==> src/rtl/core/skf16_pkg.sv <==
`timescale 1ns / 1ps
// Shared constants, widths and control types for the scalar Kalman filter.
package skf16_pkg;

  // Fixed-point format
  localparam int FRAC_BITS  = 16;
  localparam int SAMPLE_W   = 16;
  localparam int VAR_W      = 32;
  localparam int EST_W      = SAMPLE_W + FRAC_BITS;   // signed estimate, Q.F
  localparam int DIFF_W     = EST_W + 1;              // residual and its magnitude
  localparam int GAIN_W     = FRAC_BITS + 1;          // gain in Q1.F, 1.0 included
  localparam int SUM_W      = VAR_W + 1;              // p + r without wrap
  localparam int REM_W      = VAR_W + 2;              // divider partial remainder
  localparam int PROD_W     = DIFF_W + GAIN_W;        // shared multiplier result
  localparam int CNT_W      = $clog2(GAIN_W);         // quotient bit counter

  localparam logic [GAIN_W-1:0] GAIN_ONE = GAIN_W'(1) << FRAC_BITS;

  // Configuration port
  localparam int CFG_IDX_W  = 2;
  localparam int CFG_DATA_W = 32;

  localparam logic [CFG_IDX_W-1:0] REG_INIT_EST   = 2'd0;
  localparam logic [CFG_IDX_W-1:0] REG_INIT_VAR   = 2'd1;
  localparam logic [CFG_IDX_W-1:0] REG_PROC_NOISE = 2'd2;
  localparam logic [CFG_IDX_W-1:0] REG_MEAS_NOISE = 2'd3;

  // Register reset values
  localparam logic [SAMPLE_W-1:0] INIT_EST_RST   = 16'h0000;
  localparam logic [VAR_W-1:0]    INIT_VAR_RST   = 32'd65536;
  localparam logic [VAR_W-1:0]    PROC_NOISE_RST = 32'd655;
  localparam logic [VAR_W-1:0]    MEAS_NOISE_RST = 32'd65536;

  // Controller to datapath commands
  typedef struct packed {
    logic capture;   // latch the incoming sample
    logic predict;   // p = sat(var + q), den = p + r, start divider
    logic div_step;  // one restoring division step
    logic mul_est;   // product = |residual| * gain
    logic est_upd;   // apply the correction to the estimate
    logic mul_var;   // product = p * (1 - gain)
    logic finish;    // store new variance and output value
  } skf16_cmd_t;

  // Datapath to controller status
  typedef struct packed {
    logic div_last;  // current division step produces the last quotient bit
  } skf16_status_t;

endpackage

==> src/rtl/core/skf16_stream_if.sv <==
`timescale 1ns / 1ps
// Valid/ready stream interfaces for sample beats and result beats.
interface skf16_meas_if
  import skf16_pkg::*;
();
  logic                       valid;
  logic                       ready;
  logic signed [SAMPLE_W-1:0] measurement;

  modport source (output valid, output measurement, input ready);
  modport sink   (input valid, input measurement, output ready);
endinterface

interface skf16_filt_if
  import skf16_pkg::*;
();
  logic                       valid;
  logic                       ready;
  logic signed [SAMPLE_W-1:0] filtered_value;

  modport source (output valid, output filtered_value, input ready);
  modport sink   (input valid, input filtered_value, output ready);
endinterface

==> src/rtl/core/scalar_kalman_filter_int16_unit.sv <==
`timescale 1ns / 1ps
// A result beat is registered by the finish step of its sample's update; a new
// sample waits until it is done. The restoring divider's 17 quotient bits, one
// per cycle, set most of the update, plus two passes through one multiplier.
// A pending result beat does not block the next sample; a second result waits.
// Reset (synchronous, active high) restores the register defaults and loads
// the estimate and variance from them; writing register 0 or 1 reloads both.
module scalar_kalman_filter_int16_unit
  import skf16_pkg::*;
(
  input  logic                  clk,
  input  logic                  rst,
  input  logic                  cfg_we,
  input  logic [CFG_IDX_W-1:0]  cfg_index,
  input  logic [CFG_DATA_W-1:0] cfg_data,
  skf16_meas_if.sink            sample_in,
  skf16_filt_if.source          result_out
);

  skf16_cmd_t    cmd;
  skf16_status_t status;
  logic          in_ready;
  logic          out_valid;

  assign sample_in.ready  = in_ready;
  assign result_out.valid = out_valid;

  // Sequencer
  skf16_ctrl u_ctrl (
    .clk       (clk),
    .rst       (rst),
    .in_valid  (sample_in.valid),
    .in_ready  (in_ready),
    .out_valid (out_valid),
    .out_ready (result_out.ready),
    .status    (status),
    .cmd       (cmd)
  );

  // Arithmetic and state
  skf16_datapath u_datapath (
    .clk            (clk),
    .rst            (rst),
    .cfg_we         (cfg_we),
    .cfg_index      (cfg_index),
    .cfg_data       (cfg_data),
    .measurement    (sample_in.measurement),
    .cmd            (cmd),
    .status         (status),
    .filtered_value (result_out.filtered_value)
  );

  // An accepted sample starts the predict step next cycle
  assert property (@(posedge clk) disable iff (rst)
    (sample_in.valid && in_ready) |=> cmd.predict)
    else $error("accepted sample did not start predict");

  // At most one command per cycle
  assert property (@(posedge clk) disable iff (rst)
    $onehot0({cmd.capture, cmd.predict, cmd.div_step, cmd.mul_est,
              cmd.est_upd, cmd.mul_var, cmd.finish}))
    else $error("overlapping datapath commands");

  // No new sample is taken while an update is in progress
  assert property (@(posedge clk) disable iff (rst)
    (cmd.div_step || cmd.mul_est || cmd.mul_var) |-> !in_ready)
    else $error("input ready during update");

  // Finishing an update always presents a result beat
  assert property (@(posedge clk) disable iff (rst)
    cmd.finish |=> out_valid)
    else $error("finished update without result beat");

endmodule

==> src/rtl/core/skf16_ctrl.sv <==
`timescale 1ns / 1ps
// Sequencer for the filter: steps the datapath through one update per sample.
module skf16_ctrl
  import skf16_pkg::*;
(
  input  logic          clk,
  input  logic          rst,
  input  logic          in_valid,
  output logic          in_ready,
  output logic          out_valid,
  input  logic          out_ready,
  input  skf16_status_t status,
  output skf16_cmd_t    cmd
);

  localparam logic [2:0] ST_IDLE = 3'd0;
  localparam logic [2:0] ST_PRED = 3'd1;
  localparam logic [2:0] ST_DIV  = 3'd2;
  localparam logic [2:0] ST_MULE = 3'd3;
  localparam logic [2:0] ST_EST  = 3'd4;
  localparam logic [2:0] ST_MULV = 3'd5;
  localparam logic [2:0] ST_FIN  = 3'd6;

  logic [2:0] state;
  logic [2:0] state_next;
  logic       out_free;

  // result register can take a new value
  assign out_free = !out_valid || out_ready;
  assign in_ready = (state == ST_IDLE);

  // Next state and commands
  always_comb begin
    state_next = state;
    cmd        = '0;
    case (state)
      ST_IDLE: begin
        if (in_valid) begin
          cmd.capture = 1'b1;
          state_next  = ST_PRED;
        end
      end
      ST_PRED: begin
        cmd.predict = 1'b1;
        state_next  = ST_DIV;
      end
      ST_DIV: begin
        cmd.div_step = 1'b1;
        if (status.div_last) begin
          state_next = ST_MULE;
        end
      end
      ST_MULE: begin
        cmd.mul_est = 1'b1;
        state_next  = ST_EST;
      end
      ST_EST: begin
        cmd.est_upd = 1'b1;
        state_next  = ST_MULV;
      end
      ST_MULV: begin
        cmd.mul_var = 1'b1;
        state_next  = ST_FIN;
      end
      ST_FIN: begin
        // hold here while the previous result beat is still pending
        if (out_free) begin
          cmd.finish = 1'b1;
          state_next = ST_IDLE;
        end
      end
      default: begin
        state_next = ST_IDLE;
      end
    endcase
  end

  always_ff @(posedge clk) begin
    if (rst) begin
      state <= ST_IDLE;
    end else begin
      state <= state_next;
    end
  end

  // Result valid flag
  always_ff @(posedge clk) begin
    if (rst) begin
      out_valid <= 1'b0;
    end else if (cmd.finish) begin
      out_valid <= 1'b1;
    end else if (out_ready) begin
      out_valid <= 1'b0;
    end
  end

endmodule

==> src/rtl/core/skf16_datapath.sv <==
`timescale 1ns / 1ps
// Filter datapath: config registers, state, bit-serial divider, shared multiplier.
module skf16_datapath
  import skf16_pkg::*;
(
  input  logic                       clk,
  input  logic                       rst,
  input  logic                       cfg_we,
  input  logic [CFG_IDX_W-1:0]       cfg_index,
  input  logic [CFG_DATA_W-1:0]      cfg_data,
  input  logic signed [SAMPLE_W-1:0] measurement,
  input  skf16_cmd_t                 cmd,
  output skf16_status_t              status,
  output logic signed [SAMPLE_W-1:0] filtered_value
);

  // Configuration registers
  logic [SAMPLE_W-1:0] init_est;
  logic [VAR_W-1:0]    init_var;
  logic [VAR_W-1:0]    proc_noise;
  logic [VAR_W-1:0]    meas_noise;

  // Filter state
  logic [EST_W-1:0]    estimate;
  logic [VAR_W-1:0]    error_variance;

  // Per-sample working registers
  logic [SAMPLE_W-1:0] meas;
  logic [VAR_W-1:0]    p;
  logic [SUM_W-1:0]    den;
  logic [REM_W-1:0]    div_rem;
  logic [GAIN_W-1:0]   gain;
  logic [CNT_W-1:0]    div_cnt;
  logic                diff_neg;
  logic [PROD_W-1:0]   prod;

  // Combinational terms
  logic [SUM_W-1:0]    p_sum;
  logic [VAR_W-1:0]    p_sat;
  logic [REM_W-1:0]    den_ext;
  logic                div_ge;
  logic [REM_W-1:0]    div_left;
  logic [GAIN_W-1:0]   gain_eff;
  logic [DIFF_W-1:0]   diff;
  logic [DIFF_W-1:0]   mag;
  logic [DIFF_W-1:0]   mul_a;
  logic [GAIN_W-1:0]   mul_b;
  logic [DIFF_W-1:0]   corr;
  logic [DIFF_W-1:0]   est_ext;
  logic [DIFF_W-1:0]   est_new;
  logic [DIFF_W-1:0]   est_round;

  function automatic logic [EST_W-1:0] to_fix(input logic [SAMPLE_W-1:0] v);
    return {v, {FRAC_BITS{1'b0}}};
  endfunction

  // Predict: saturating p + q, then the gain denominator
  assign p_sum = {1'b0, error_variance} + {1'b0, proc_noise};
  assign p_sat = p_sum[VAR_W] ? {VAR_W{1'b1}} : p_sum[VAR_W-1:0];

  // Restoring division step, one quotient bit per cycle
  assign den_ext  = {1'b0, den};
  assign div_ge   = (div_rem >= den_ext);
  assign div_left = div_ge ? (div_rem - den_ext) : div_rem;
  assign status.div_last = (div_cnt == CNT_W'(FRAC_BITS));

  // zero denominator gives zero gain
  assign gain_eff = (den == '0) ? '0 : gain;

  // Residual in Q.F and its magnitude
  assign diff = {meas[SAMPLE_W-1], to_fix(meas)} - {estimate[EST_W-1], estimate};
  assign mag  = diff[DIFF_W-1] ? (~diff + DIFF_W'(1)) : diff;

  // Shared multiplier operands
  assign mul_a = cmd.mul_var ? DIFF_W'(p) : mag;
  assign mul_b = cmd.mul_var ? (GAIN_ONE - gain_eff) : gain_eff;

  // Correction rounds toward zero: magnitude is scaled, then signed
  assign corr    = prod[FRAC_BITS +: DIFF_W];
  assign est_ext = {estimate[EST_W-1], estimate};
  assign est_new = diff_neg ? (est_ext - corr) : (est_ext + corr);

  // Truncate the estimate toward zero to whole samples
  assign est_round = est_ext +
                     (estimate[EST_W-1] ? DIFF_W'((1 << FRAC_BITS) - 1) : '0);

  // Configuration writes and filter state
  always_ff @(posedge clk) begin
    if (rst) begin
      init_est       <= INIT_EST_RST;
      init_var       <= INIT_VAR_RST;
      proc_noise     <= PROC_NOISE_RST;
      meas_noise     <= MEAS_NOISE_RST;
      estimate       <= to_fix(INIT_EST_RST);
      error_variance <= INIT_VAR_RST;
    end else if (cfg_we) begin
      case (cfg_index)
        REG_INIT_EST: begin
          init_est       <= cfg_data[SAMPLE_W-1:0];
          estimate       <= to_fix(cfg_data[SAMPLE_W-1:0]);
          error_variance <= init_var;
        end
        REG_INIT_VAR: begin
          init_var       <= cfg_data[VAR_W-1:0];
          estimate       <= to_fix(init_est);
          error_variance <= cfg_data[VAR_W-1:0];
        end
        REG_PROC_NOISE: begin
          proc_noise <= cfg_data[VAR_W-1:0];
        end
        REG_MEAS_NOISE: begin
          meas_noise <= cfg_data[VAR_W-1:0];
        end
        default: begin
        end
      endcase
    end else begin
      if (cmd.est_upd) begin
        estimate <= est_new[EST_W-1:0];
      end
      if (cmd.finish) begin
        error_variance <= prod[FRAC_BITS +: VAR_W];
      end
    end
  end

  // Divider bit counter
  always_ff @(posedge clk) begin
    if (rst) begin
      div_cnt <= '0;
    end else if (cmd.predict) begin
      div_cnt <= '0;
    end else if (cmd.div_step) begin
      div_cnt <= div_cnt + CNT_W'(1);
    end
  end

  // Working registers
  always_ff @(posedge clk) begin
    if (cmd.capture) begin
      meas <= measurement;
    end
    if (cmd.predict) begin
      p       <= p_sat;
      den     <= {1'b0, p_sat} + {1'b0, meas_noise};
      div_rem <= REM_W'(p_sat);
      gain    <= '0;
    end
    if (cmd.div_step) begin
      div_rem <= {div_left[REM_W-2:0], 1'b0};
      gain    <= {gain[GAIN_W-2:0], div_ge};
    end
    if (cmd.mul_est) begin
      diff_neg <= diff[DIFF_W-1];
    end
    if (cmd.mul_est || cmd.mul_var) begin
      prod <= PROD_W'(mul_a) * PROD_W'(mul_b);
    end
    if (cmd.finish) begin
      filtered_value <= est_round[FRAC_BITS +: SAMPLE_W];
    end
  end

endmodule
==> src/flat_wrapper.sv <==
// flat-port wrapper written by rule: the top's interface ports become plain ports
module scalar_kalman_filter_int16_unit_flat import skf16_pkg::*;
  (clk, rst, cfg_we, cfg_index, cfg_data, sample_in_valid, sample_in_measurement, sample_in_ready, result_out_valid, result_out_filtered_value, result_out_ready);
  skf16_meas_if sample_in_i ();
  skf16_filt_if result_out_i ();
  input  logic clk;
  input  logic rst;
  input  logic cfg_we;
  input  logic [CFG_IDX_W-1:0] cfg_index;
  input  logic [CFG_DATA_W-1:0] cfg_data;
  input wire logic [$bits(sample_in_i.valid)-1:0] sample_in_valid;
  input wire logic [$bits(sample_in_i.measurement)-1:0] sample_in_measurement;
  output wire logic [$bits(sample_in_i.ready)-1:0] sample_in_ready;
  output wire logic [$bits(result_out_i.valid)-1:0] result_out_valid;
  output wire logic [$bits(result_out_i.filtered_value)-1:0] result_out_filtered_value;
  input wire logic [$bits(result_out_i.ready)-1:0] result_out_ready;
  assign sample_in_i.valid = sample_in_valid;
  assign sample_in_i.measurement = sample_in_measurement;
  assign sample_in_ready = sample_in_i.ready;
  assign result_out_valid = result_out_i.valid;
  assign result_out_filtered_value = result_out_i.filtered_value;
  assign result_out_i.ready = result_out_ready;
  scalar_kalman_filter_int16_unit u_core (.clk(clk), .rst(rst), .cfg_we(cfg_we), .cfg_index(cfg_index), .cfg_data(cfg_data), .sample_in(sample_in_i), .result_out(result_out_i));
endmodule
==> config.mk <==
export PLATFORM = sky130hd
export DESIGN_NAME = scalar_kalman_filter_int16_unit_flat
export DESIGN_NICKNAME = d
export VERILOG_FILES = /design/src/rtl/core/skf16_pkg.sv /design/src/rtl/core/skf16_stream_if.sv /design/src/rtl/core/scalar_kalman_filter_int16_unit.sv /design/src/rtl/core/skf16_ctrl.sv /design/src/rtl/core/skf16_datapath.sv /design/src/flat_wrapper.sv
export SDC_FILE = /design/constraint.sdc
export NUM_CORES = 2
export LEC_CHECK = 0
export CORE_AREA = 2 2 338 307
export CTS_CLUSTER_DIAMETER = 150
export DETAILED_ROUTE_END_ITERATION = 16
export DIE_AREA = 0 0 340 309
export DONT_BUFFER_PORTS = 1
export PLACE_DENSITY_LB_ADDON = 0.15
export SKIP_LAST_GASP = 1
export SYNTH_ARGS = -nofsm -noshare
export SYNTH_HDL_FRONTEND = slang
export SYNTH_SLANG_ARGS = --single-unit
export TNS_END_PERCENT = 1
==> constraint.sdc <==
create_clock -name clk -period 9 [get_ports clk]
set_input_delay 1.8 -clock clk [delete_from_list [all_inputs] [get_ports clk]]
set_output_delay 1.8 -clock clk [all_outputs]
set_load 0.05 [all_outputs]
-- Word level (Yosys, flattened, before mapping)
Index checks and enable logic that the tools add are counted.
- add/subtract/negate cells: 10
- multipliers: 1
- magnitude comparators: 1
- equality and inequality tests: 14
- multiplexer cells: 33
- bitwise operators: 1
- reduce and logical (&&, ||, !) cells: 18
- operators by type and width (kind ; number):
    $mux W32 ; 6
    $pmux W32 S2 ; 2
    $mux W33 ; 3
    $mux W17 ; 4
    $mux W34 ; 2
    $add A32 B32 Y33 ; 2
    $mul A33 B17 Y48 ; 1
    $ge A34 B33 Y1 ; 1
    $add A33 B1 Y33 const B ; 1
    $logic_not A33 Y1 ; 1
    $not A33 Y33 ; 1
    $sub A32 B32 Y33 ; 1
    $sub A33 B33 Y33 ; 1
    $add A32 B17 Y32 ; 1
    $add A32 B32 Y32 ; 1
    $sub A32 B32 Y32 ; 1
    $pmux W3 S7 ; 1
    $sub A17 B17 Y17 const A ; 1
    $mux W16 ; 1
    $reduce_and A2 Y1 ; 6
    $mux W1 ; 11
    $eq A3 B3 Y1 const B ; 3
    $mux W3 ; 3
    $reduce_bool A2 Y1 ; 4
    other kinds (15) ; 19
- register bits after elaboration: 382
- bits of input ports: 55
- logic and storage cells: 96

-- Logic depth before layout (Yosys ltp)
- word-level depth: 6
- gate-level depth with buffers: 44

-- Modules after synthesis
Synthesis repeated with hierarchy kept, for this count alone.
- cell total of the unflattened synthesis: 4618
- area total of the unflattened synthesis: 40370.0 um^2
- modules (own cells, without submodules) (module ; instances ; cells each ; area an instance (um^2) ; seq. area each (um^2)):
    skf16_datapath ; 1 ; 4590 ; 40117.2 ; 9048.7
    skf16_ctrl ; 1 ; 28 ; 252.7 ; 80.1

-- Worst setup path after synthesis
No wires, ideal clock.
- kind: register to register
- start point: register u_core.u_datapath.estimate[17]
- end point: register u_core.u_datapath.prod[47], data pin
- library setup time: 0.268 ns
- arrival time: 9.552 ns
- setup slack: -0.820 ns
- cell stages (with the launch flop): 40
- clock period less this slack: 9.820 ns
- cell sequence: dfxtp_1 inv_1 ha_1 a211oi_1 o21ai_0 nand4_1 a21boi_1 o311a_1 o21a_1 o41a_1 buf_2 inv_2 clkbuf_1 o31ai_1 xnor2_1 a21oi_1 buf_2 nand2_1 [4 not listed] fa_1 inv_1 fa_1 fa_1 fa_1 ha_1 a21o_1 a21oi_1 o21ai_0 and2_1 a41o_1 o21ai_0 a21o_1 nand2_1 a221o_1 a21o_1 a21oi_1 xnor3_1
- longest elaborated chain between the ends: 6
- RTL lines (element ; line ; source):
    start: declaration ; skf16_datapath.sv:24 ; logic [EST_W-1:0] estimate;
    start signal: assignment ; skf16_datapath.sv:94 ; estimate <= to_fix(INIT_EST_RST);
    start signal: assignment ; skf16_datapath.sv:100 ; estimate <= to_fix(cfg_data[SAMPLE_W-1:0]);
    start signal: assignment ; skf16_datapath.sv:105 ; estimate <= to_fix(init_est);
    $sub A32 B32 Y33 (*) ; skf16_datapath.sv:71 ; assign diff = {meas[SAMPLE_W-1], to_fix(meas)} - {estimate[EST_W-1], estimate};
    $not A33 Y33 ; skf16_datapath.sv:72 ; assign mag = diff[DIFF_W-1] ? (~diff + DIFF_W'(1)) : diff;
    $add A33 B1 Y33 ; skf16_datapath.sv:72 ;
    $mux W33 (*) ; skf16_datapath.sv:72 ;
    $mux W33 (*) ; skf16_datapath.sv:75 ; assign mul_a = cmd.mul_var ? DIFF_W'(p) : mag;
    $mul A33 B17 Y48 (*) ; skf16_datapath.sv:157 ; prod <= PROD_W'(mul_a) * PROD_W'(mul_b);
    end signal: assignment ; skf16_datapath.sv:157 ;
    end: declaration ; skf16_datapath.sv:35 ; logic [PROD_W-1:0] prod;
Mark *: on every way between the ends. The rest lies on a longest branch, timed or not.
A chain may end at the register's enable or synchronous reset.

-- Worst setup path in the final report
- start point: register u_core.u_datapath.meas[1]
- end point: register u_core.u_datapath.prod[47], data pin
- longest elaborated chain between the ends: 6
- RTL lines (element ; line ; source):
    start: declaration ; skf16_datapath.sv:28 ; logic [SAMPLE_W-1:0] meas;
    start signal: assignment ; skf16_datapath.sv:141 ; meas <= measurement;
    $sub A32 B32 Y33 (*) ; skf16_datapath.sv:71 ;
    $not A33 Y33 ; skf16_datapath.sv:72 ;
    $add A33 B1 Y33 ; skf16_datapath.sv:72 ;
    $mux W33 (*) ; skf16_datapath.sv:72 ;
    $mux W33 (*) ; skf16_datapath.sv:75 ;
    $mul A33 B17 Y48 (*) ; skf16_datapath.sv:157 ;
Marks and branches as above.

==> impl_metrics.toml <==
[logic_synthesis]
ys_warn_count = 0
yosysSeqAreaShare_pct = 22.6
yosys-top-cells-count = "nand2_1, inv_1, fa_1"
synth_top_area_share_pct = 23.1
yosysMostFrequentCell = "nand2_1"
synth_flop_cell = "dfxtp_1"
avgSynthCellArea_um2 = 8.57
synth_area_leaders = "fa_1, edfxtp_1, dfxtp_1, ha_1, nand2_1"
ys_seq_elements = 366
syn_nets = 5501
synthArstFlopShare_pct = 0
yosysTopAreaCell = "fa_1"
synth_cells = 4706
ys_types = 89
synthesis.area_um2 = 40300
synth-edff-count = 180

[clock_network]
cts_buffers = 41
cts_root_buf = "clkbuf_16"
cts.sinks = 366
hold_buffers = 0
cts_max_level = 2
cts_tree = "done"
clk_latency_ps = 600
path_clk_slew_ps = 60
clockBufferDepth = 3

[routing]
ant_nets = 0
dr.pass1.iters = 6
dr_total_vias = 33800
drt_first_iter_violations = 2439
drt_wl_total_mm = 131
detail_route.wl_per_cell_um = 20.3
remaining_drc_errors = 0
avgViaCountPerCell = 5.24

[placed_design]
hpwlAfterDp_mm = 106
place_ws_ps = -635
place_congestion = 0.894
place_area_um2 = 45600
io_buffers = 0

[critical_path]
critPathSlowestCell = "fa_1"
critPathArrivalTime_ps = 9520
worst-endpoint-required_ps = 9310
crit_family = "adder cells"
worstPathMaxFanout = 7
path_class = "reg -> reg"
worstSetupStartpointType = "flop"
crit_start = "u_core.u_datapath.meas[1]"
reg2reg_depth = 37
reg2reg_slack_ps = -200
setup.worst_path.end_class = "flop"
slowest_delay_ps = 560
cp_common_cell = "fa_1"
critPathCapture = "u_core.u_datapath.prod[47]"
r2r_end = "u_core.u_datapath.prod[47]"
path_depth = 37
critPathBufInv = 5
reg2reg_from = "u_core.u_datapath.meas[1]"

[die]
rows = 111
dieWidth_um = 340
initial_core_util_pct = 39.8
io-pin-count = 73
core_um2 = 101000
die_y_um = 309
die_area_um2 = 105000

[grt]
grtUsageTotal_pct = 25.1
grt_max_degree = 187
grt_pass1_vias = 33200
antenna_found_initial = 3
grt_pass1_wl_mm = 203
overflow = 0

[sta]
finalSetupTns_ps = -937
final-hold-violation-count = 0
slew_headroom_pct = 15.5
skew_ps = 38.0
timing.fmax_mhz = 109
slew_violations = 0
fin_crit_sh_pct = 102
period_needed_ps = 9200
setup_viol = 11
fin_ws_ps = -203
worst_pin_slew_ps = 1260
rsz0062_at_grt = "true"

[outcome]
status = "finished with violations"
violations = "setup timing"

[final_layout]
area_growth_pct = 19.0
design_area_um2 = 48000
drive_gt1_share_pct = 16.0
final_core_util_pct = 47.4
final_nets = 5865

[flow_run]
cap_violations = 0

[hold_path]
min_path_type = "reg -> reg"
==> registers in the layout, indices dropped and copies added, names as in the netlist <==
signal                            count
u_core.u_datapath.den                33
u_core.u_datapath.filtered_value     16
u_core.u_datapath.estimate           32
u_core.u_datapath.init_est           16
u_core.u_datapath.gain               17
u_core.u_datapath.error_variance     32
u_core.u_datapath.meas               16
u_core.u_datapath.diff_neg            1
u_core.u_datapath.meas_noise         32
u_core.u_datapath.div_rem            34
u_core.u_ctrl.state                   3
u_core.u_datapath.prod               32
u_core.u_datapath.div_cnt             5
u_core.u_datapath.init_var           32
u_core.u_datapath.proc_noise         32
u_core.u_ctrl.out_valid               1
u_core.u_datapath.p                  32
==> logic make-up after synthesis <==
kind of cell	synth area share [%]
mux	1.37
simple gates	17.5
compound gates	13.6
flops	22.6
fa+ha+maj	31.6
xor+xnor	5.42
buf+inv	7.89
==> cells in the final DEF (no fill, tap or decap), types with 47 or more instances in the layout <==
master,synthesis,final
buf_4,0,480
edfxtp_1,180,180
mux2i_1,53,52
ha_1,275,256
xnor2_1,167,161
nor3_1,66,63
nor2_1,388,372
o211ai_1,47,47
a21oi_1,340,322
dfxtp_1,186,180
xor2_1,78,77
nand3_1,56,54
fa_1,465,442
o21ai_0,142,122
inv_1,625,612
nand2_1,755,744
nand2b_1,53,52
nor2b_1,62,59
a21o_1,74,74
==> through the flow <==
step | hold slack (ps) | cells
detailed placement | 441 | 6338
global placement | 436 | 6338
finish | 450 | 6460
global route | 463 | 6459
CTS | 449 | 6436
floorplan | 436 | 4706
==> per-layer routing <==
metal / vias up / track usage [%] / wire length [um]
met4: 4 / 5.71 / 2920
met3: 132 / 3.06 / 7470
met5: - / 0 / 21
met2: 964 / 39.0 / 57600
li1: 16200 / - / -
met1: 16600 / 37.2 / 63200
==> cell type report <==
type                            count  area, um^2
Fill cell                        9863       53200
Antenna cell                        1        2.50
Tap cell                         1356        1700
Clock inverter                     28         322
Sequential cell                   366        9140
Timing Repair Buffer              532        4540
Inverter                          627        2370
Multi-Input combinational cell   3501       28900
Clock buffer                       48        1070
Timing Repair inverter              1        7.51
==> worst register-to-register path, delay by kind of cell, from the launching register on <==
kind,cells,cell delay [ps]
flip-flops,1,410
AND/OR/NAND/NOR,7,800
buffers and inverters,5,680
XOR/XNOR,2,450
AO/OA/AOI/OAI,15,3110
adder cells (fa/ha/maj),8,3490
==> worst min-delay path by stage <==
stage / startpoint / slack (ps) / end / depth (start not counted)
global placement: u_core.u_datapath.init_var[31] / 440 / u_core.u_datapath.init_var[31] / 2
finish: u_core.u_datapath.init_var[26] / 450 / u_core.u_datapath.init_var[26] / 2
detailed placement: u_core.u_datapath.init_var[27] / 440 / u_core.u_datapath.init_var[27] / 2
floorplan: u_core.u_datapath.error_variance[0] / 440 / u_core.u_datapath.error_variance[0] / 2
global route: u_core.u_datapath.init_var[30] / 460 / u_core.u_datapath.init_var[30] / 2
CTS: u_core.u_datapath.init_var[27] / 450 / u_core.u_datapath.init_var[27] / 2
==> repair_timing <==
action / CTS / global route
cloned: 1 / 1
gates resized for setup: 70 / 103
setup endpoints to repair: 23 / 27
pin swaps: 64 / 104
buffers inserted: 23 / 24
Power is not shown: default switching activity piles up to over one toggle a cycle in this logic, so the estimate is an artifact.
